$ cat src/rtl/scatr_pkg.sv
package scatr_pkg;

  localparam int unsigned MaxAtrLen = 32;
  localparam int unsigned IdxW      = 6;

  localparam logic [7:0] TsDirect  = 8'h3B;
  localparam logic [7:0] TsInverse = 8'hC0;

  typedef enum logic [2:0] {
    ST_OK       = 3'd0,
    ST_DONE     = 3'd1,
    ST_OVERFLOW = 3'd2,
    ST_INVERSE  = 3'd3,
    ST_INVALID  = 3'd4,
    ST_INACTIVE = 3'd5
  } status_t;

  typedef struct packed {
    logic [7:0] rx_byte;
    logic       new_atr;
  } item_t;

  typedef struct packed {
    status_t         status;
    logic [IdxW-1:0] byte_index;
  } result_t;

endpackage

$ cat src/rtl/smartcard_atr_parser_unit.sv
// Channel  | Signals                                 | Payload
// ---------+-----------------------------------------+--------------------------
// item     | item_valid, item_ready, item            | rx_byte, new_atr
// result   | result_valid, result_ready, result      | status, byte_index
//
// Each byte yields exactly one result, registered when the byte is accepted.
// A new byte is accepted in every cycle while the result register is empty
// or being drained, so throughput is one byte per cycle.
// Reset (rst, synchronous) empties the result register and leaves the parser
// inactive until a byte arrives with new_atr set.
// A stalled result holds item_ready low; no state changes while stalled.
module smartcard_atr_parser_unit (
  input  logic               clk,
  input  logic               rst,
  input  logic               item_valid,
  output logic               item_ready,
  input  scatr_pkg::item_t   item,
  output logic               result_valid,
  input  logic               result_ready,
  output scatr_pkg::result_t result
);
  import scatr_pkg::*;

  typedef enum logic [7:0] {
    PH_IDLE = 8'b0000_0001,
    PH_TS   = 8'b0000_0010,
    PH_T0   = 8'b0000_0100,
    PH_TA   = 8'b0000_1000,
    PH_TB   = 8'b0001_0000,
    PH_TC   = 8'b0010_0000,
    PH_TD   = 8'b0100_0000,
    PH_TAIL = 8'b1000_0000
  } phase_t;

  typedef struct packed {
    phase_t     phase;
    status_t    status;
    logic [4:0] tail;
  } adv_t;

  phase_t          phase, phase_next;
  logic [7:0]      current_td, current_td_next;
  logic [3:0]      hist_count, hist_count_next;
  logic [4:0]      tail_remaining, tail_remaining_next;
  logic [IdxW-1:0] length_count, length_count_next;
  logic            tck_needed, tck_needed_next;
  result_t         result_next;
  logic            accept;

  // Picks the next expected interface byte from the Y bits, starting at
  // the given position, or moves on to the historical bytes and TCK, or ends the ATR.
  function automatic adv_t advance(input logic [7:0] td, input logic [1:0] first,
                                   input logic [3:0] hist, input logic tck,
                                   input logic [4:0] tail_in);
    adv_t r;
    r.tail   = tail_in;
    r.status = ST_OK;
    if (first == 2'd0 && td[4]) begin
      r.phase = PH_TA;
    end else if (first <= 2'd1 && td[5]) begin
      r.phase = PH_TB;
    end else if (first <= 2'd2 && td[6]) begin
      r.phase = PH_TC;
    end else if (td[7]) begin
      r.phase = PH_TD;
    end else begin
      r.tail = 5'({1'b0, hist} + 5'(tck));
      if (r.tail != 5'd0) begin
        r.phase = PH_TAIL;
      end else begin
        r.phase  = PH_IDLE;
        r.status = ST_DONE;
      end
    end
    return r;
  endfunction

  assign item_ready = !result_valid || result_ready;
  assign accept     = item_valid && item_ready;

  always_comb begin
    phase_t          ph;
    logic [7:0]      td;
    logic [3:0]      hist;
    logic [4:0]      tail;
    logic [IdxW-1:0] len;
    logic            tck;
    adv_t            a;

    ph   = phase;
    td   = current_td;
    hist = hist_count;
    tail = tail_remaining;
    len  = length_count;
    tck  = tck_needed;
    if (item.new_atr) begin
      ph   = PH_TS;
      td   = '0;
      hist = '0;
      tail = '0;
      len  = '0;
      tck  = 1'b0;
    end

    a = '{phase: ph, status: ST_OK, tail: tail};

    phase_next             = ph;
    current_td_next        = td;
    hist_count_next        = hist;
    tail_remaining_next    = tail;
    length_count_next      = len;
    tck_needed_next        = tck;
    result_next.status     = ST_OK;
    result_next.byte_index = len;

    if (ph == PH_IDLE) begin
      result_next.status     = ST_INACTIVE;
      result_next.byte_index = '0;
    end else if (len >= IdxW'(MaxAtrLen)) begin
      phase_next             = PH_IDLE;
      result_next.status     = ST_OVERFLOW;
      result_next.byte_index = IdxW'(MaxAtrLen);
    end else begin
      length_count_next = len + IdxW'(1);
      case (ph)
        PH_TS: begin
          if (item.rx_byte == TsDirect) begin
            phase_next = PH_T0;
          end else if (item.rx_byte == TsInverse) begin
            phase_next         = PH_IDLE;
            result_next.status = ST_INVERSE;
          end else begin
            phase_next         = PH_IDLE;
            result_next.status = ST_INVALID;
          end
        end
        PH_T0: begin
          current_td_next = item.rx_byte;
          hist_count_next = item.rx_byte[3:0];
          a = advance(item.rx_byte, 2'd0, item.rx_byte[3:0], tck, tail);
        end
        PH_TD: begin
          current_td_next = item.rx_byte;
          tck_needed_next = tck || (item.rx_byte[3:0] != 4'd0);
          a = advance(item.rx_byte, 2'd0, hist, tck_needed_next, tail);
        end
        PH_TA: a = advance(td, 2'd1, hist, tck, tail);
        PH_TB: a = advance(td, 2'd2, hist, tck, tail);
        PH_TC: a = advance(td, 2'd3, hist, tck, tail);
        PH_TAIL: begin
          a.tail = (tail != 5'd0) ? tail - 5'd1 : tail;
          if (a.tail != 5'd0) begin
            a.phase = PH_TAIL;
          end else begin
            a.phase  = PH_IDLE;
            a.status = ST_DONE;
          end
        end
        default: a = '{phase: PH_IDLE, status: ST_INACTIVE, tail: tail};
      endcase
      if (ph != PH_TS) begin
        phase_next          = a.phase;
        tail_remaining_next = a.tail;
        result_next.status  = a.status;
      end
    end
  end

  always_ff @(posedge clk) begin
    if (rst) begin
      phase          <= PH_IDLE;
      current_td     <= '0;
      hist_count     <= '0;
      tail_remaining <= '0;
      length_count   <= '0;
      tck_needed     <= 1'b0;
      result_valid   <= 1'b0;
    end else begin
      if (accept) begin
        phase          <= phase_next;
        current_td     <= current_td_next;
        hist_count     <= hist_count_next;
        tail_remaining <= tail_remaining_next;
        length_count   <= length_count_next;
        tck_needed     <= tck_needed_next;
        result_valid   <= 1'b1;
      end else if (result_ready) begin
        result_valid <= 1'b0;
      end
    end
  end

  always_ff @(posedge clk) begin
    if (accept) begin
      result <= result_next;
    end
  end

endmodule

$ cat config.mk
export PLATFORM = sky130hd
export DESIGN_NAME = smartcard_atr_parser_unit
export DESIGN_NICKNAME = d
export VERILOG_FILES = /design/src/rtl/scatr_pkg.sv /design/src/rtl/smartcard_atr_parser_unit.sv
export SDC_FILE = /design/constraint.sdc
export NUM_CORES = 1
export LEC_CHECK = 0
export BUFFER_PORTS_ARGS = -buffer_cell sky130_fd_sc_hd__buf_4
export CORE_ASPECT_RATIO = 1.1
export CORE_UTILIZATION = 55
export DETAILED_ROUTE_END_ITERATION = 8
export GPL_TIMING_DRIVEN = 1
export HOLD_SLACK_MARGIN = 0.12
export PLACE_DENSITY = 0.8
export SLEW_MARGIN = 15
export SYNTH_ARGS = -nofsm -noshare
export SYNTH_HDL_FRONTEND = slang
export SYNTH_SLANG_ARGS = --single-unit
export TNS_END_PERCENT = 100
$ cat constraint.sdc
create_clock -name clk -period 3.7 [get_ports clk]
set_input_delay 0.37 -clock clk [delete_from_list [all_inputs] [get_ports clk]]
set_output_delay 0.37 -clock clk [all_outputs]
set_load 0.02 [all_outputs]
==> results of run 1 <==
-- cell type report --
class	instances	share of cell area [%]
Clock buffer	5	2.26
Clock inverter	3	2.26
Tap cell	56	2.30
Sequential cell	37	27.3
Inverter	10	1.23
Multi-Input combinational cell	278	57.9
Timing Repair Buffer	27	6.67
-- Yosys cell counts (2+ instances only) --
cell	instances	area, um^2
sky130_fd_sc_hd__buf_2	5	25.0
sky130_fd_sc_hd__o31ai_1	3	22.5
sky130_fd_sc_hd__xnor2_1	3	26.3
sky130_fd_sc_hd__buf_1	2	7.51
sky130_fd_sc_hd__nor3_1	7	35.0
sky130_fd_sc_hd__nor3b_1	2	15.0
sky130_fd_sc_hd__or3_1	3	18.8
sky130_fd_sc_hd__nor2b_1	14	87.6
sky130_fd_sc_hd__and2_1	3	18.8
sky130_fd_sc_hd__nand4_1	9	56.3
sky130_fd_sc_hd__o22ai_1	2	12.5
sky130_fd_sc_hd__inv_1	10	37.5
sky130_fd_sc_hd__mux2i_1	6	60.1
sky130_fd_sc_hd__nand3_1	12	60.1
sky130_fd_sc_hd__o2111ai_1	2	17.5
sky130_fd_sc_hd__a21o_1	2	15.0
sky130_fd_sc_hd__a32o_1	2	20.0
sky130_fd_sc_hd__o21ai_0	15	75.1
sky130_fd_sc_hd__edfxtp_1	9	270
sky130_fd_sc_hd__xor2_1	7	61.3
sky130_fd_sc_hd__clkbuf_1	14	52.6
sky130_fd_sc_hd__ha_1	9	113
sky130_fd_sc_hd__a211oi_1	2	15.0
sky130_fd_sc_hd__nor2_1	31	116
sky130_fd_sc_hd__dfxtp_1	28	561
sky130_fd_sc_hd__and3_1	9	56.3
sky130_fd_sc_hd__a32oi_1	4	35.0
sky130_fd_sc_hd__o32ai_1	3	26.3
sky130_fd_sc_hd__nor3_2	2	20.0
sky130_fd_sc_hd__o21ai_1	5	25.0
sky130_fd_sc_hd__a21oi_1	23	115
sky130_fd_sc_hd__a22o_1	5	43.8
sky130_fd_sc_hd__nor4_1	3	18.8
sky130_fd_sc_hd__a22oi_1	8	60.1
sky130_fd_sc_hd__nand2_1	36	135
sky130_fd_sc_hd__or2_2	2	12.5
sky130_fd_sc_hd__nand2b_1	13	81.3
sky130_fd_sc_hd__o211ai_1	4	30.0
sky130_fd_sc_hd__a211o_1	4	35.0
sky130_fd_sc_hd__a31oi_1	4	25.0
-- sequential cells by signal (all words and copies together) (netlist names) --
name,cells
result,9
phase,8
length_count,6
tail_remaining,5
hist_count,4
current_td,3
result_valid,1
tck_needed,1
-- through the flow --
stage	total power (uW)	hold WS (ns)	setup slack, ns	util [%]	std cells
6_report	940	0.324	1.20	64.9	416
5_1_grt	971	0.340	1.12	64.9	416
4_1_cts	943	0.318	1.26	64.9	416
3_5_place_dp	517	0.444	1.25	62.0	408
3_3_place_gp	515	0.441	1.30	62.0	408
2_1_floorplan	479	0.432	0.801	-	346
-- worst max path at each step --
stage                                startpoint                 endpoint  slack [ns]  cells past startpoint
after detailed placement                item[0]  result[6]$_SDFFCE_PP1P_        1.25                      8
after global routing      phase[3]$_SDFFE_PP0P_  result[6]$_SDFFCE_PP1P_        1.12                      6
after CTS                 phase[3]$_SDFFE_PP0P_  result[6]$_SDFFCE_PP1P_        1.26                      6
final                     phase[3]$_SDFFE_PP0P_  result[6]$_SDFFCE_PP1P_        1.20                      6
after floorplan                         item[0]  result[6]$_SDFFCE_PP1P_        0.80                     11
after global placement                  item[0]    phase[7]$_SDFFE_PP0P_        1.30                      9
-- tightest hold or removal path: cells and delay by family --
family | cells | cell delay [ns]
AOI/OAI and AO/OA | 1 | 0.05
buffers and inverters | 2 | 0.15
-- kinds of logic (layout without fill, tap and decap cells) --
group,count (synthesis),after routing
xor+xnor,10,10
compound gates,101,101
simple gates,152,152
flops,37,37
mux,6,6
buf+inv,31,45
fa+ha+maj,9,9
-- report_power, final --
group,switching (uW),internal [uW],total [uW],leakage [uW]
Combinational,56.7,30.0,86.7,0.000707
Sequential,2.38,419,422,0.000312
Clock,160,272,431,0.0000687
-- per-layer routing --
metal / share of wire [%] / wire length (um)
met1: 43 / 2980
met4: 1.7 / 116
met5: 0 / 0
met2: 49 / 3410
met3: 7.1 / 499
==> results list, run 1 <==
* Proportion of synthesized area in mux cells: 2.21%
* Detailed-routing iteration count for the pre-antenna-repair pass: 6
* Number of top-level design ports: 24
* Global routing usage on met3: 6.14%
* Seq/Total Area, Yosys: 30.6%
- Summing the areas of all compound-gate instances in the mapped netlist gives 25.5% of the synthesized area.
- Entering global routing, the biggest net connects 38 pins.
- Summed over all nets, the half-perimeter wirelength after detailed placement is 5050 um.
- GR Util met1: 38.7%
- Synthesized instance count: 346
- After clock tree synthesis, the repair step resized 0 gates.
* Clock sink count: 37
- Counting along the longest clock path gives a buffer depth of 2.
* Average wire length per cell after detail routing: 16.8 um
- Power spread over the standard cell area amounts to 309 mW/mm^2.
- DIE AREA: 0.00522 mm^2
- Height of the die: 75.7 um
- Cts bufs inserted: 5
* Worst Setup Start Kind: register
- The worst register-to-register path ends at result[6]$_SDFFCE_PP1P_.
- Post-route clock skew: 0.00605 ns
- Of the total synthesized cell area, the portion taken by XOR and XNOR cells is 3.23%.
- Endpoint, Worst Hold: result_valid$_SDFFE_PP0P_
- Syn Nets: 368
- Top cell family by delay on the critical path: simple AND/OR/NAND/NOR gates
- Most common library cell in the layout ignoring fill and taps: sky130_fd_sc_hd__nand2_1
- The count of buffers added on input and output ports is 23.
- # fillers: 431
* Fraction of final layout cells sized beyond drive strength 1: 11.9%
- Post-route clock period utilization: 67.7%
- Measured against its own limit, the worst slew margin works out to 48.6%.
* Area of the multi-input gates: 0.00176 mm^2
* Initial drt markers: 263
- At the end of the flow, the number of nets in the layout was 381.
- For the pin with the worst max-slew slack, the measured transition is 0.765 ns.
* Global route total overflow: 0
- Count of cells along the worst register-to-register path: 6
* Crit. End Element: register
- Compared with the post-synthesis result, the final layout area differs by 12.0%.
* Dominant combinational cell family by area after synthesis: simple AND/OR/NAND/NOR gates
- Peak ir drop on the vdd network: 0.000195 V
- Setup repair after global routing missed its margin: no
- Counting both buffers and inverters, the worst setup path holds a total of 0.
- Post-synth design cell area: 0.00272 mm^2
* Via count of the first global-routing pass: 2306
* Initial antenna violation count: 0
- Once detail routing completed, the nets flagged for antenna violations numbered 0.
* Run status: finished clean
- Averaged over all synthesized cells, the footprint is 7.85 um^2.
- The number of pins with negative max-slew slack in the final report was 0.
- Final weighted congestion in routability-driven placement: 0.880
- Most Crowded Layer GR: met2
* Critical R2R Launch: phase[3]$_SDFFE_PP0P_
* Leakage power total: 0.00109 uW
* Post-synthesis share of cell area spent on and, or, nand and nor gates: 29.8%
* Hold path cells: 3
- CORE AREA: 0.00468 mm^2
* Root Driver: sky130_fd_sc_hd__clkbuf_8
* Starting utilization of the core area: 58.0%
* Clock latency at the later pin of the worst-skew pair: 0.30 ns
* Synth async-reset ratio: 0%
* Post-Place Cell Area: 0.00290 mm^2
- Number of enable flip-flop cells after synthesis: 9
* Most frequent cells in the layout: 36 x sky130_fd_sc_hd__nand2_1, 31 x sky130_fd_sc_hd__nor2_1, 28 x sky130_fd_sc_hd__dfxtp_1
- Critical path fanouts, max: 14
- Register bit total from synthesis: 37
- On the worst path, the slowest cell contributes a delay of 0.66 ns.
- In this run the most critical hold path is launched from item_valid.
- Derived from the worst setup path, the maximum achievable clock frequency is 0.399 GHz.
- Yosys mapped the design onto 59 distinct sky130hd cell types.
- Among all flip-flop cells after synthesis, the most frequent one is sky130_fd_sc_hd__dfxtp_1.
- The number of hold buffers added after CTS was 0.
- Width of the chip: 69.0 um
- The synthesized netlist devotes 4.15% of its cell area to adder and majority cells.
- In the routed design, unresolved DRC markers number 0.
- Data arrives at the worst endpoint at 2.65 ns.
* Total Neg Setup Slack: 0 ns
- On the critical path, the stage with the largest delay is an instance of sky130_fd_sc_hd__nor3_1.
- The critical path in this run is classified as reg2reg.
- The number of hold-slack violations in the final timing report came to 0.
- Global-route wire length before repair: 11100 um
- Minimum setup slack among reg-to-reg paths: 1.20 ns
* Max cap viols: 0
- For the worst setup path, the data required time is 3.85 ns.
- Post-CTS Setup Inserts: 0
* Synth warn: 0
- Std cell rows: 26
- Hold crit path type: in2reg
* Critical Path, Cell by Cell: nor4_1 -> nand2_1 -> nor3_1 -> o21ai_1 -> o311a_1 -> a21oi_1
- GR Util All Layers: 28.9%
- Average vias per placed instance: 6.50
- In the final layout, flip-flops and latches occupy 831 um^2.
- Summing all non-filler instances in the final layout gives an area of 0.00304 mm^2.
- The routed layout has 2704 vias.
- Clock slew seen by the registers of the worst setup and hold paths: 0.08 ns
- TritonCTS built the clock tree.
- Met2 global-route usage: 47.2%
* Final WL: 7010 um
- Final critical path time including I/O delays and setup: 2.50 ns
- Setup violations remaining at the end of the flow were counted as 0.
- N_diodes: 0
- Maximum level of the CTS H-tree: 2
Power figures use the tool's default switching activity.
==> inputs of run 2 (changes only) <==
==> constraint.sdc (replaced) <==
create_clock -name clk -period 2.4 [get_ports clk]
set_input_delay 0.24 -clock clk [delete_from_list [all_inputs] [get_ports clk]]
set_output_delay 0.24 -clock clk [all_outputs]
set_load 0.02 [all_outputs]
==> results list, run 2 (same netlist as run 1, synthesis figures left out) <==
- DIE AREA: 0.00522 mm^2 (unchanged)
- Worst Setup Start Kind: register
- The multi-input combinational cell area is 0.00177 mm^2 (+0.28%).
- The worst clock skew came to 0.00561 ns (-0.000435 ns).
- The placed instance count is 421 (+3.2%).
- Crit. End Element: register
- The number of rows in the core area was 26 (unchanged).
- Nets: 394 (+3.4%)
- The remaining global-route overflow came to 0 (unchanged).
* Cts bufs inserted: 5 (unchanged)
* Worst r2r dst: result[6]$_SDFFCE_PP1P_
- The max-capacitance violation count was 0 (unchanged).
- Buffer levels on the longest clock path: 2 (unchanged)
- The total routing usage reported by global routing was 30.4% (+1.5 points).
- Endpoint, Worst Hold: result_valid$_SDFFE_PP0P_
- The worst voltage drop across the vdd grid was 0.000334 V (+71%).
- Relative to the synthesized area, the layout overhead comes to 14.6%.
* Hold path cells: 3 (unchanged)
* Fraction of final layout cells sized beyond drive strength 1: 15.0% (+3.1 points)
- Final weighted congestion in routability-driven placement: 0.952 (+8.2%)
- The worst setup slack for register-to-register paths came to 0.15 ns (-1.04 ns).
- Critical path fanouts, max: 3 (-11)
* Number of nets with antenna violations after detailed routing: 0 (unchanged)
- Largest registers: result x9, phase x8, length_count x6
* Transition time of the tightest slew-check pin: 0.468 ns (-0.297 ns)
- Initial drt markers: 422 (+60%)
* CTS tree: built
- Pin count of the biggest net entering global routing: 28 (-26%)
- Most common library cell in the layout ignoring fill and taps: sky130_fd_sc_hd__buf_4
- The areal power density over the cells was 425 mW/mm^2 (+38%).
- The x dimension of the die came to 69.0 um (unchanged).
- The ratio of final minimum period to clock period came to 93.6% (+26 points).
- Achievable Freq: 0.445 GHz (+11%)
- The average detailed-routed wire length per instance came to 16.8 um (unchanged).
* Critical Path Slowest Stage Cell: sky130_fd_sc_hd__or3_1
* Average vias per placed instance: 6.49 (-0.16%)
- Hold crit path type: in2reg
- Number of top-level design ports: 24 (unchanged)
- The number of fill cells in the layout is 434 (+0.70%).
- The non-filler instance count after layout is 429 (+3.1%).
* N_diodes: 0 (unchanged)
* Hold-fix buffers at CTS: 0 (unchanged)
* Top cell family by delay on the critical path: simple AND/OR/NAND/NOR gates
- The clock slew seen by the registers of the worst setup and hold paths came to 0.07 ns (about the same).
- Max incr delay on CP: 0.34 ns (-0.32 ns)
* Detailed-routing iteration count for the pre-antenna-repair pass: 5 (-1)
- In this run the critical register-to-register path is launched from tck_needed$_SDFFE_PP0P_.
- Buf/Inv on CP: 0 (unchanged)
- The worst-case headroom to the max-slew limit is 68.4% (+20 points).
* Required time reported for the critical path endpoint: 2.54 ns (-1.31 ns)
* Height of the die: 75.7 um (unchanged)
- Maximum level of the CTS H-tree: 2 (unchanged)
- Clock sink count: 37 (unchanged)
- The most numerous cell type found on the critical path is sky130_fd_sc_hd__ha_1.
- The critical path goes through nor2b_1 -> ha_1 -> ha_1 -> or3_1 -> nor3_1 -> o21ai_1 -> o311a_1 -> a21oi_1.
* Vias: 2784 (+3.0%)
- Clock latency at the later pin of the worst-skew pair: 0.30 ns (about the same)
* Initial antenna violation count: 0 (unchanged)
* Final Hold Violating Endpoints: 0 (unchanged)
* Arrival time at the worst endpoint: 2.39 ns (-0.26 ns)
- Remaining design rule violation count: 0 (unchanged)
- Most frequent cells in the layout: 40 x sky130_fd_sc_hd__buf_4, 36 x sky130_fd_sc_hd__nand2_1, 31 x sky130_fd_sc_hd__nor2_1
- The final routed wirelength across all metal layers is 7230 um (+3.1%).
- Global-route wire length before repair: 11700 um (+4.8%)
- Total Neg Setup Slack: 0 ns (unchanged)
- The flip-flop and latch area is 831 um^2 (unchanged).
- Leakage power total: 0.00114 uW (+4.5%)
- Hold Startpoint: item_valid
- Starting utilization of the core area: 58.0% (unchanged)
* Detailed Place HPWL: 5310 um (+5.1%)
- The placeable core region was 0.00468 mm^2 (unchanged).
* Post-cts repair resize count: 0 (unchanged)
- The worst setup path is of the reg2reg kind.
* # setup viols final: 0 (unchanged)
- Final critical path time including I/O delays and setup: 2.25 ns (-0.257 ns)
- Number of input and output port buffers inserted: 23 (unchanged)
- The number of flip-flops in the largest register came to 9 (unchanged).
- Setup repair after global routing left no endpoint under its margin.
- The number of cells on the worst reg-to-reg path is 8 (+2).
- Root Driver: sky130_fd_sc_hd__clkbuf_8
- The via count of the first global-routing pass is 2477 (+7.4%).
- The total setup buffers inserted after CTS is 0 (unchanged).
- Number of pins with negative max-slew slack in the final report: 0 (unchanged)
- The register with the most flip-flops in the final layout is result.
* Run status: finished clean
[run 2: cell count changes in the layout (fill, tap and decap cells not counted), sizes merged]
| cell | change |
|---|---|
| bufinv | -1 |
| inv | -1 |
| clkinv | +1 |
| buf | +13 |
| clkbuf | +1 |
[run 2: through the flow]
stage | instance area, um^2 | hold WS [ns] | worst slack, ns | total power (uW) | utilization, %
after floorplan | 2730 | 0.369 | 0.0127 | 741 | -
after global placement | 3010 | 0.442 | 0.224 | 799 | 64.2
after detailed placement | 3010 | 0.444 | 0.161 | 801 | 64.2
after CTS | 3110 | 0.182 | 0.195 | 1330 | 66.4
after global routing | 3110 | 0.196 | 0.0438 | 1370 | 66.4
final | 3110 | 0.184 | 0.154 | 1320 | 66.4
[run 2: worst max path at each step]
stage | endpoint | slack (ns) | cells past startpoint | startpoint
after floorplan | result[6]$_SDFFCE_PP1P_ | 0.01 | 11 | item[0]
after global placement | result[6]$_SDFFCE_PP1P_ | 0.22 | 8 | item[0]
after global routing | result[6]$_SDFFCE_PP1P_ | 0.04 | 8 | tck_needed$_SDFFE_PP0P_
after detailed placement | result[6]$_SDFFCE_PP1P_ | 0.16 | 8 | item[0]
after CTS | result[6]$_SDFFCE_PP1P_ | 0.19 | 8 | tck_needed$_SDFFE_PP0P_
final | result[6]$_SDFFCE_PP1P_ | 0.15 | 8 | tck_needed$_SDFFE_PP0P_
[run 2: report_power, final]
part / internal [uW] / switching [uW]
Combinational: 50.0 / 90.0
Clock: 307 / 227
Sequential: 647 / 3.63
[run 2: cell type report]
cell class	instances	share of cell area, %
clock buffers	6	2.33
clock inverters	2	1.09
inverters	10	1.21
multi-input cells	278	56.8
flip-flops and latches	37	26.7
well taps	56	2.25
repair buffers	40	9.65
[run 2: worst min-delay path, stage by stage]
cell,delay (ns)
sky130_fd_sc_hd__buf_4,0.08
sky130_fd_sc_hd__inv_1,0.03
sky130_fd_sc_hd__a21oi_1,0.10
[run 2: metal layers]
| layer | track usage, % | vias to the layer above | share of wire, % |
|---|---|---|---|
| li1 | - | 1341 | - |
| met1 | 40.4 | 1286 | 43 |
| met3 | 7.49 | 24 | 7.8 |
| met4 | 12.2 | 0 | 2.7 |
| met2 | 46.8 | 133 | 47 |
| met5 | 0 | - | 0 |
==> inputs of run 3 (changes only) <==
--- a/config.mk
+++ b/config.mk
@@ -7,11 +7,12 @@
 export LEC_CHECK = 0
 export BUFFER_PORTS_ARGS = -buffer_cell sky130_fd_sc_hd__buf_4
 export CORE_ASPECT_RATIO = 1.1
-export CORE_UTILIZATION = 55
+export CORE_UTILIZATION = 35
+export CTS_BUF_LIST = sky130_fd_sc_hd__clkbuf_8
 export DETAILED_ROUTE_END_ITERATION = 8
 export GPL_TIMING_DRIVEN = 1
 export HOLD_SLACK_MARGIN = 0.12
-export PLACE_DENSITY = 0.8
+export PLACE_DENSITY = 0.57
 export SLEW_MARGIN = 15
 export SYNTH_ARGS = -nofsm -noshare
 export SYNTH_HDL_FRONTEND = slang
==> results list, run 3 (same netlist as run 1, synthesis figures left out) <==
* Initial antenna violation count: 0 (unchanged)
- The post-route total power is 1440 uW (+8.7%).
- Most common library cell in the layout ignoring fill and taps: sky130_fd_sc_hd__buf_4
- The DRC violations left came to 0 (unchanged).
- Detailed-routing iteration count for the pre-antenna-repair pass: 5 (unchanged)
- Setup repair after global routing left no endpoint under its margin.
- Register name with the most flops: result
- Post-cts repair resize count: 0 (unchanged)
* Global route total overflow: 0 (unchanged)
- Final cell utilization of the core: 42.7% (-24 points)
- Count of cells along the worst register-to-register path: 6 (-2)
- The last weighted congestion value of the routability-driven placer came to 0.904 (-5.1%).
- The count of inserted antenna diode cells is 0 (unchanged).
- Post-CTS Setup Inserts: 0 (unchanged)
* Achievable Freq: 0.470 GHz (+5.5%)
- Final WL: 7400 um (+2.4%)
- The path with the worst hold slack has its endpoint at result_valid$_SDFFE_PP0P_.
* Least setup slack across all paths after layout: 0.271 ns (+0.118 ns)
- The number of pins with negative max-slew slack in the final report came to 0 (unchanged).
- Critical R2R Launch: phase[5]$_SDFFE_PP0P_
* Global-route wire length before repair: 12200 um (+4.8%)
- The count of H-tree levels built during CTS was 2 (unchanged).
- # fillers: 785 (+81%)
- Among cell families on the critical path, the largest total delay comes from simple AND/OR/NAND/NOR gates.
- From synthesis to final layout, the design area changed by 17.4%.
- Detailed Place HPWL: 5720 um (+7.9%)
- Average wire length per cell after detail routing: 15.6 um (-7.5%)
- Largest registers: result x9, phase x8, length_count x6
- Nets: 391 (-0.76%)
* Total Neg Setup Slack: 0 ns (unchanged)
- The worst hold path begins at item_valid.
- Number of top-level design ports: 24 (unchanged)
- The critical path data arrival time is 2.30 ns (-0.09 ns).
- Root Driver: sky130_fd_sc_hd__clkbuf_8
- The critical path depth in cells came to 6 (-2).
- Post-route clock skew: 0.00839 ns (+0.00277 ns)
* Cts bufs inserted: 5 (unchanged)
- Worst r2r dst: tail_remaining[2]$_SDFFE_PP0P_
* Startpoint-to-endpoint class of the critical path: reg2reg
* Final critical path time including I/O delays and setup: 2.13 ns (-0.118 ns)
* Worst max-slew margin expressed relative to the limit: 58.1% (-10 points)
* Leakage power total: 0.00114 uW (about the same)
- Max cap viols: 0 (unchanged)
- The number of flip-flops in the largest register was 9 (unchanged).
- Buf/Inv on CP: 0 (unchanged)
* Initial drt markers: 215 (-49%)
* Area of the multi-input gates: 0.00177 mm^2 (+0.35%)
* Hold-fix buffers at CTS: 0 (unchanged)
* Height of the die: 94.4 um (+25%)
- The run finished with clean final reports.
- Clock latency at the later pin of the worst-skew pair: 0.29 ns (about the same)
* Hold path cells: 3 (unchanged)
- CTS tree: built
* Average vias per placed instance: 5.68 (-12%)
- # setup viols final: 0 (unchanged)
- CORE AREA: 0.00747 mm^2 (+60%)
- Width of the chip: 86.0 um (+25%)
* Critical path fanouts, max: 12 (+9)
- The signal on the critical path passes through nor2b_1 -> and3_1 -> nor3_2 -> and2_1 -> o211ai_1 -> a32o_1.
* Clock sink count: 37 (unchanged)
- The worst setup slack for register-to-register paths came to 0.27 ns (+0.12 ns).
- The ratio of final minimum period to clock period was 88.7% (-4.9 points).
* Final Hold Violating Endpoints: 0 (unchanged)
- Crit. End Element: register
- In the layout the commonest cells are 37 x sky130_fd_sc_hd__buf_4, 36 x sky130_fd_sc_hd__nand2_1, 31 x sky130_fd_sc_hd__nor2_1.
- Worst slack after detailed placement: 0.182 ns (+0.0215 ns)
- Vias: 2698 (-3.1%)
* Clock slew seen by the registers of the worst setup and hold paths: 0.07 ns (about the same)
- GR Util All Layers: 18.9% (-11 points)
- Std cell rows: 33 (+27%)
* Worst Setup Start Kind: register
- Storage cell area: 831 um^2 (unchanged)
- The via count of the first global-routing pass came to 2432 (-1.8%).
- Transition time of the tightest slew-check pin: 0.625 ns (+0.157 ns)
- Fraction of final layout cells sized beyond drive strength 1: 15.1% (+0.12 points)
* DIE AREA: 0.00811 mm^2 (+55%)
* Number of input and output port buffers inserted: 23 (unchanged)
* Starting utilization of the core area: 36.3% (-22 points)
- Power density normalized to cell area: 451 mW/mm^2 (+6.1%)
- Number of nets with antenna violations after detailed routing: 0 (unchanged)
* Peak ir drop on the vdd network: 0.000427 V (+28%)
* Critical Path Slowest Stage Cell: sky130_fd_sc_hd__dfxtp_1
- In this run the worst hold path is classified as in2reg.
* Worst hold slack: 0.206 ns (+0.0227 ns)
* Required time reported for the critical path endpoint: 2.58 ns (+0.04 ns)
- The pin count of the biggest net entering global routing was 28 (unchanged).
- The number of buffers between clock root and the deepest sink was 2 (unchanged).
- Max incr delay on CP: 0.56 ns (+0.22 ns)
==> run 3: cell types whose count changed in the layout (fill, tap and decap cells not counted), sizes merged <==
cell | previous run | this run
inv | 10 | 11
clkinv | 1 | 0
bufinv | 1 | 2
clkbuf | 6 | 5
buf | 40 | 37
==> run 3: tightest hold or removal path, stage by stage <==
cell                      delay [ns]
sky130_fd_sc_hd__buf_4          0.11
sky130_fd_sc_hd__inv_1          0.04
sky130_fd_sc_hd__a21oi_1        0.05
==> run 3: stage by stage <==
step | instances | cell area, um^2
final | 475 | 3190
after global routing | 475 | 3190
after CTS | 475 | 3180
after detailed placement | 467 | 3040
after global placement | 467 | 3040
after floorplan | 346 | 2730
==> run 3: worst max-delay path by stage <==
| stage | end | from |
|---|---|---|
| global route | phase[4]$_SDFFE_PP0P_ | phase[2]$_SDFFE_PP0P_ |
| detailed placement | phase[4]$_SDFFE_PP0P_ | phase[1]$_SDFFE_PP0P_ |
| CTS | phase[4]$_SDFFE_PP0P_ | phase[1]$_SDFFE_PP0P_ |
| floorplan | result[6]$_SDFFCE_PP1P_ | item[0] |
| finish | tail_remaining[2]$_SDFFE_PP0P_ | phase[5]$_SDFFE_PP0P_ |
| global placement | tail_remaining[2]$_SDFFE_PP0P_ | phase[1]$_SDFFE_PP0P_ |
==> run 3: area by class of cell <==
class	instances	area share, %
Tap cell	105	4.12
Timing Repair Buffer	37	8.71
Multi-Input combinational cell	278	55.6
Clock inverter	3	2.16
Sequential cell	37	26.1
Inverter	10	1.18
Clock buffer	5	2.16
==> run 3: layer usage <==
metal  routed length [um]  global-route usage (%)  vias to the layer above
li1                     -                       -                     1331
met1                 3420                    25.6                     1270
met2                 3510                    31.3                       83
met3                  349                    3.15                       14
met4                  117                    4.58                        0
met5                    0                       0                        -
==> run 3: report_power, final <==
group	switching, uW	internal (uW)
Sequential	3.28	646
Clock	230	418
Combinational	90.2	50.3
